[config.mk]
export PLATFORM = sky130hd
export DESIGN_NAME = cts_square
export DESIGN_NICKNAME = d
export VERILOG_FILES = /design/src/cts_pkg.sv /design/src/cts_square.sv
export SDC_FILE = /design/constraint.sdc
export NUM_CORES = 2
export LEC_CHECK = 0
export ABC_AREA = 1
export BUFFER_PORTS_ARGS = -buffer_cell sky130_fd_sc_hd__buf_2
export CORE_MARGIN = 10
export CORE_UTILIZATION = 57
export DETAILED_ROUTE_END_ITERATION = 10
export PLACE_DENSITY = 0.74
export SLEW_MARGIN = 30
export SYNTH_ARGS = -nofsm -noshare
export SYNTH_HDL_FRONTEND = slang
export SYNTH_SLANG_ARGS = --single-unit
export TNS_END_PERCENT = 100
[constraint.sdc]
create_clock -name clk -period 8.8 [get_ports clk]
set_input_delay 1.32 -clock clk [delete_from_list [all_inputs] [get_ports clk]]
set_output_delay 1.32 -clock clk [all_outputs]
set_load 0.02 [all_outputs]
[src/cts_pkg.sv]
// cts_pkg: shared widths, defaults and elaboration-time helpers for the cosine series block
// no dependencies; imported by the channel interfaces and every module of the block

package cts_pkg;

    // default configuration
    localparam int DEF_SERIES_TERMS  = 8;
    localparam int DEF_FRACTION_BITS = 28;

    // field and datapath widths
    localparam int ANGLE_W  = 31;
    localparam int COSINE_W = 32;
    localparam int ACC_W    = 64;
    localparam int MAG_W    = 63;
    localparam int SQ_TOP   = 61;
    localparam int CHUNK_W  = 32;

    // clamp bound of every intermediate product and sum
    localparam logic [ACC_W-1:0] ACC_LIMIT = 64'h4000_0000_0000_0000;

    // n! with the running value clamped to the accumulator bound
    function automatic logic [ACC_W-1:0] cts_factorial(input int n);
        logic [2*ACC_W-1:0] prod;
        logic [ACC_W-1:0]   fact;
        fact = ACC_W'(1);
        for (int i = 1; i <= n; i++)
        begin
            prod = (2*ACC_W)'(fact) * (2*ACC_W)'(i);
            if (prod > (2*ACC_W)'(ACC_LIMIT))
            begin
                fact = ACC_LIMIT;
            end
            else
            begin
                fact = prod[ACC_W-1:0];
            end
        end
        return fact;
    endfunction

    // round the doubled quotient half up and apply the alternating sign
    function automatic logic signed [ACC_W-1:0] cts_signed_coeff(
        input logic [ACC_W-1:0] quot,
        input int               k
    );
        logic [ACC_W-1:0] mag;
        mag = (quot + ACC_W'(1)) >> 1;
        return k[0] ? -$signed(mag) : $signed(mag);
    endfunction

endpackage

[src/cts_square.sv]
// cts_square: front end of the chain, takes |x| and forms x squared rounded to the fraction grid
// depends on cts_pkg; two register stages, all moving on the shared advance strobe

module cts_square import cts_pkg::*; #(
    parameter int  FRACTION_BITS = DEF_FRACTION_BITS,
    localparam int X2_W          = SQ_TOP - FRACTION_BITS
) (
    input  logic                      clk,
    input  logic                      rst_n,
    input  logic                      advance,
    input  logic                      angle_valid,
    input  logic signed [ANGLE_W-1:0] angle,
    output logic                      sq_valid,
    output logic [X2_W-1:0]           sq_x2
);

    localparam int SQ_W = 2 * ANGLE_W;
    localparam logic [ACC_W-1:0] X2_MAX_WIDE =
        ((ACC_W'(1) << (2 * (ANGLE_W - 1))) + (ACC_W'(1) << (FRACTION_BITS - 1)))
        >> FRACTION_BITS;
    localparam logic [X2_W-1:0] X2_MAX = X2_MAX_WIDE[X2_W-1:0];

    logic               va_reg;
    logic               vb_reg;
    logic [ANGLE_W-1:0] mag_reg;
    logic [ANGLE_W-1:0] mag_next;
    logic [X2_W-1:0]    x2_reg;
    logic [X2_W-1:0]    x2_next;
    logic [ANGLE_W:0]   angle_ext;
    logic [ANGLE_W:0]   angle_abs;
    logic [SQ_W-1:0]    sq_rounded;

    // magnitude of the angle, one bit wider so that -4 folds to +4
    always_comb
    begin
        angle_ext = {angle[ANGLE_W-1], angle};
        angle_abs = angle_ext[ANGLE_W] ? -angle_ext : angle_ext;
        mag_next  = angle_abs[ANGLE_W-1:0];
    end

    // exact square, half-up rounding, drop the extra fraction bits
    always_comb
    begin
        sq_rounded = {{ANGLE_W{1'b0}}, mag_reg} * {{ANGLE_W{1'b0}}, mag_reg}
                   + (SQ_W'(1) << (FRACTION_BITS - 1));
        x2_next    = sq_rounded[SQ_TOP-1:FRACTION_BITS];
    end

    // stage valid flags
    always_ff @(posedge clk or negedge rst_n)
    begin
        if (!rst_n)
        begin
            va_reg <= 1'b0;
            vb_reg <= 1'b0;
        end
        else if (advance)
        begin
            va_reg <= angle_valid;
            vb_reg <= va_reg;
        end
    end

    // stage payload
    always_ff @(posedge clk)
    begin
        if (advance)
        begin
            mag_reg <= mag_next;
            x2_reg  <= x2_next;
        end
    end

    assign sq_valid = vb_reg;
    assign sq_x2    = x2_reg;

    // the rounded square never exceeds the square of the largest magnitude
    a_x2_bound: assert property (@(posedge clk) disable iff (!rst_n)
        (advance && va_reg) |=> (vb_reg && x2_reg <= X2_MAX))
        else $error("x squared above its bound");

endmodule

Word level (Yosys, flattened, before mapping)
Cells that the tools add are included.
{"block": "classes", "addsub": 2, "n_mul": 1, "div": 0, "magnitude_cmp": 0, "eq_ne": 0, "n_shift": 0, "muxes": 1, "bitwise": 0, "reduce_logical": 0}
{"op": "61-bit by 28-bit adder with 61-bit output (second input constant)", "n": 1}
{"op": "31-bit by 31-bit multiplier with 61-bit output", "n": 1}
{"op": "31-bit negation", "n": 1}
{"op": "30-bit two-way mux", "n": 1}
{"block": "word_totals", "reg_bits": 66, "latchBits": 0, "ram_bits": 0, "rom_bits": 0, "input_bits": 35, "out_inout_bits": 34, "elab_cells": 9, "memories": 0}

Logic depth before layout (Yosys ltp)
{"block": "logic_depth", "depth_word": 2, "mapped_depth": 32, "depth_no_buf": 30}

Worst setup path before layout
Ideal clock, no wire load.
{"block": "synth_path", "kind": "reg-to-reg", "start": "register mag_reg[18]", "end": "register x2_reg[30] (netlist: sq_x2[30]) (data pin)", "arrival_ns": 6.460, "t_required_ns": 8.548, "slack_ns": 2.088, "path_stages_with_launch": 29, "n_path_buf": 2, "path_cell_list": "edfxtp_1 clkbuf_1 clkbuf_1 nand2_1 fa_1 inv_1 fa_1 inv_1 fa_1 fa_1 inv_1 fa_1 fa_1 fa_1 inv_1 fa_1 inv_1 ha_1 nand2_1 nand2_1 o21bai_2 inv_1 nand2_1 nand2_1 nand2_1 a21oi_1 nand2_1 nand2_1 nand2_1"}
{"block": "synth_via", "elab_chain_cells": 2}
{"element": "start, declared", "line": "cts_square.sv:25", "text": "logic [ANGLE_W-1:0] mag_reg;"}
{"element": "start signal, assigned", "line": "cts_square.sv:69", "text": "mag_reg <= mag_next;"}
{"element": "31-bit by 31-bit multiplier with 61-bit output", "line": "cts_square.sv:44", "text": "sq_rounded = {{ANGLE_W{1'b0}}, mag_reg} * {{ANGLE_W{1'b0}}, mag_reg}"}
{"element": "61-bit by 28-bit adder with 61-bit output", "line": "cts_square.sv:45", "text": "+ (SQ_W'(1) << (FRACTION_BITS - 1));"}
{"element": "named net sq_rounded[58]", "line": "cts_square.sv:31", "text": "logic [SQ_W-1:0] sq_rounded;"}
{"element": "end signal, assigned", "line": "cts_square.sv:70", "text": "x2_reg <= x2_next;"}
{"element": "end, declared", "line": "cts_square.sv:27", "text": "logic [X2_W-1:0] x2_reg;"}
The timed path passes the listed nets, and every way through them passes these cells.
A chain may end at the register's enable or synchronous reset.

Worst setup path after layout
{"block": "layout_path", "start": "register mag_reg[11]", "end": "register x2_reg[4] (netlist: sq_x2[4]) (data pin)"}
Same word-level chain as after synthesis.

==> impl_metrics.env <==
export IMPL_syn_nets=4982
export IMPL_worst_pin_slew_ns=1.07
export IMPL_regToRegStartpoint="mag_reg[11]$_DFFE_PP_"
export IMPL_dpl_hpwl_um=68400
export IMPL_yosys_cell_types_count=42
export IMPL_fillers=4793
export IMPL_core_area_um2=55400
export IMPL_antenna_found_initial=10
export IMPL_grt_remaining_overflow=0
export IMPL_worstSetupStartpointType="register"
export IMPL_largest_reg_flops=33
export IMPL_rsz0062_at_grt="false"
export IMPL_hold_viol_final=0
export IMPL_syn_area_um2=32100
export IMPL_r2r_cells=23
export IMPL_status="finished, final reports clean"
export IMPL_vias=23700
export IMPL_hold_depth=2
export IMPL_rrSetupSlack_ns=1.08
export IMPL_cts_resized=0
export IMPL_synth_seq_area_share=0.0614
export IMPL_grt_start_max_net_pins=69
export IMPL_htree_levels=3
export IMPL_slew_viol_final=0
export IMPL_grt_usage=0.254
export IMPL_final_common_cell="inv_1"
export IMPL_cts_tree="built"
export IMPL_grt_pass1_wl_um=133000
export IMPL_avgSynthCellArea_um2=8.22
export IMPL_die_w_um=257
export IMPL_vias_per_cell=5.06
export IMPL_wl_um=80200
export IMPL_regToRegEndpoint="sq_x2[4]$_DFFE_PP_"
export IMPL_fin_crit_ns=7.72
export IMPL_cp_arrival_ns=7.86
export IMPL_crit_path_max_fanout=18
export IMPL_end_kind="register"
export IMPL_maxSlewHeadroom=0.288
export IMPL_syn_inst=3907
export IMPL_clockRootBuffer="clkbuf_16"
export IMPL_initial_utilization=0.580
export IMPL_yosysWarnings=0
export IMPL_drive_above_1_share=0.0531
export IMPL_row_count=86
export IMPL_numCtsBuffers=9
export IMPL_worstPathRequired_ns=8.93
export IMPL_dieArea_um2=66300
export IMPL_ant_nets=0
export IMPL_clkLatencyLatePin_ns=0.38
export IMPL_grt_pass1_vias=25500
export IMPL_wire_per_inst_um=17.1
export IMPL_final_nets=5008
export IMPL_clockBufferDepth=2
export IMPL_fp_dieH_um=257
export IMPL_drt_initial_drc_count=1577
export IMPL_numClockSinks=66
export IMPL_cts_hold_buf=0
export IMPL_hold_path_startpoint="va_reg$_DFFE_PN0P_"
export IMPL_crit_type="reg2reg"
export IMPL_maxCapViolCount=0
export IMPL_finalClockSkew_ns=0.0163
export IMPL_gp_congestion=0.950
export IMPL_portBuffers=68
export IMPL_min_to="sq_valid$_DFFE_PN0P_"
export IMPL_multiInputGateArea_um2=24700
export IMPL_area_growth_synth_to_final_pct=5.25
export IMPL_most_common_layout_cells="1347 x inv_1, 840 x nand2_1, 747 x fa_1, 293 x ha_1, 136 x nor2_1"
export IMPL_clk_pin_slew_worst_paths_ns=0.06
export IMPL_fmaxAchievable_ghz=0.129
export IMPL_fin_tns_setup_ns=0
export IMPL_hold_class="reg2reg"
export IMPL_synth_seq_cells=66
export IMPL_finalCritPeriodShare=0.878
export IMPL_cts_setup_buffers=0
export IMPL_regArea_um2=1970
export IMPL_drt_pass1_iterations=5
export IMPL_drc_errors=0
export IMPL_ios=69
export IMPL_setup_viol=0
[worst max-delay path, cell delays in order, from the launching register on]
cell and delay (ns):
edfxtp_1 0.94, buf_4 0.42, nand2_1 0.09, inv_1 0.11
fa_1 0.44, inv_1 0.13, fa_1 0.46, fa_1 0.54
fa_1 0.52, inv_1 0.06, fa_1 0.56, fa_1 0.43
fa_1 0.49, inv_1 0.05, fa_1 0.47, inv_1 0.04
ha_1 0.37, a21oi_1 0.32, nand2_1 0.17, o21bai_1 0.20
inv_1 0.06, nand2_1 0.07, a21oi_1 0.26, xnor2_1 0.27
[layout make-up]
cell class	instances	share of cell area
clock inverter	6	0.00407
inverter	1356	0.150
clock buffer	10	0.00677
tap	748	0.0277
timing repair buffer	113	0.0220
multi-input combinational	2387	0.730
antenna	6	0.000444
sequential	66	0.0583
[cells in the mapped netlist (all sizes together)]
master | n | area (µm²)
a31oi | 3 | 18.8
fa | 747 | 15000
a21o | 8 | 60.1
o21bai | 13 | 101
nand2 | 870 | 3360
edfxtp | 64 | 1920
a31o | 1 | 8.76
nor2 | 159 | 689
a21oi | 77 | 397
inv | 1355 | 5090
nand3 | 60 | 300
nor4 | 6 | 65.1
xnor2 | 19 | 166
o211ai | 1 | 7.51
a21boi | 1 | 7.51
o21ai | 43 | 215
ha | 293 | 3670
or2 | 3 | 18.8
dfrtp | 2 | 50.1
nand4 | 19 | 125
clkbuf | 86 | 323
nand3b | 4 | 30.0
xor2 | 40 | 350
buf | 12 | 50.1
clkinv | 1 | 3.75
o21a | 1 | 7.51
nor3 | 19 | 148
[metrics by stage]
stage               instances  hold slack, ns  area [µm²]  utilization  setup WS, ns
CTS                      4683           0.521       33800        0.609          1.09
detailed placement       4667           0.506       33400        0.603          1.11
finish                   4692           0.519       33800        0.610          1.08
floorplan                3907           0.478       32100            -          2.09
global placement         4663           0.487       33300        0.602          1.18
global route             4692           0.541       33800        0.610         0.827
[worst max path at each step]
stage / end / startpoint / cells past startpoint / slack, ns
after global routing: sq_x2[4]$_DFFE_PP_ / mag_reg[11]$_DFFE_PP_ / 23 / 0.83
after detailed placement: sq_x2[4]$_DFFE_PP_ / mag_reg[11]$_DFFE_PP_ / 23 / 1.11
final: sq_x2[4]$_DFFE_PP_ / mag_reg[11]$_DFFE_PP_ / 23 / 1.08
after floorplan: sq_x2[30]$_DFFE_PP_ / mag_reg[18]$_DFFE_PP_ / 28 / 2.09
after global placement: sq_x2[4]$_DFFE_PP_ / mag_reg[14]$_DFFE_PP_ / 23 / 1.18
after CTS: sq_x2[4]$_DFFE_PP_ / mag_reg[11]$_DFFE_PP_ / 23 / 1.09
[routing by layer]
metal	global-route usage	wire length, µm	vias to the layer above
li1	-	-	11000
met2	0.413	37700	853
met3	0.0483	6620	158
met5	0	46	-
met1	0.340	33100	11700
met4	0.0802	2760	8
[kinds of logic after synthesis]
family / Yosys count / share of synthesized area
DFF: 66 / 0.0614
xor gates and xnor gates: 59 / 0.0161
adders and majority gates: 1040 / 0.579
AOI/OAI and AO/OA: 148 / 0.0256
buffers and inverters: 1454 / 0.170
and+or+nand+nor: 1140 / 0.147
Power is not shown: default switching activity piles up to over one toggle a cycle in this logic, so the estimate is an artifact.
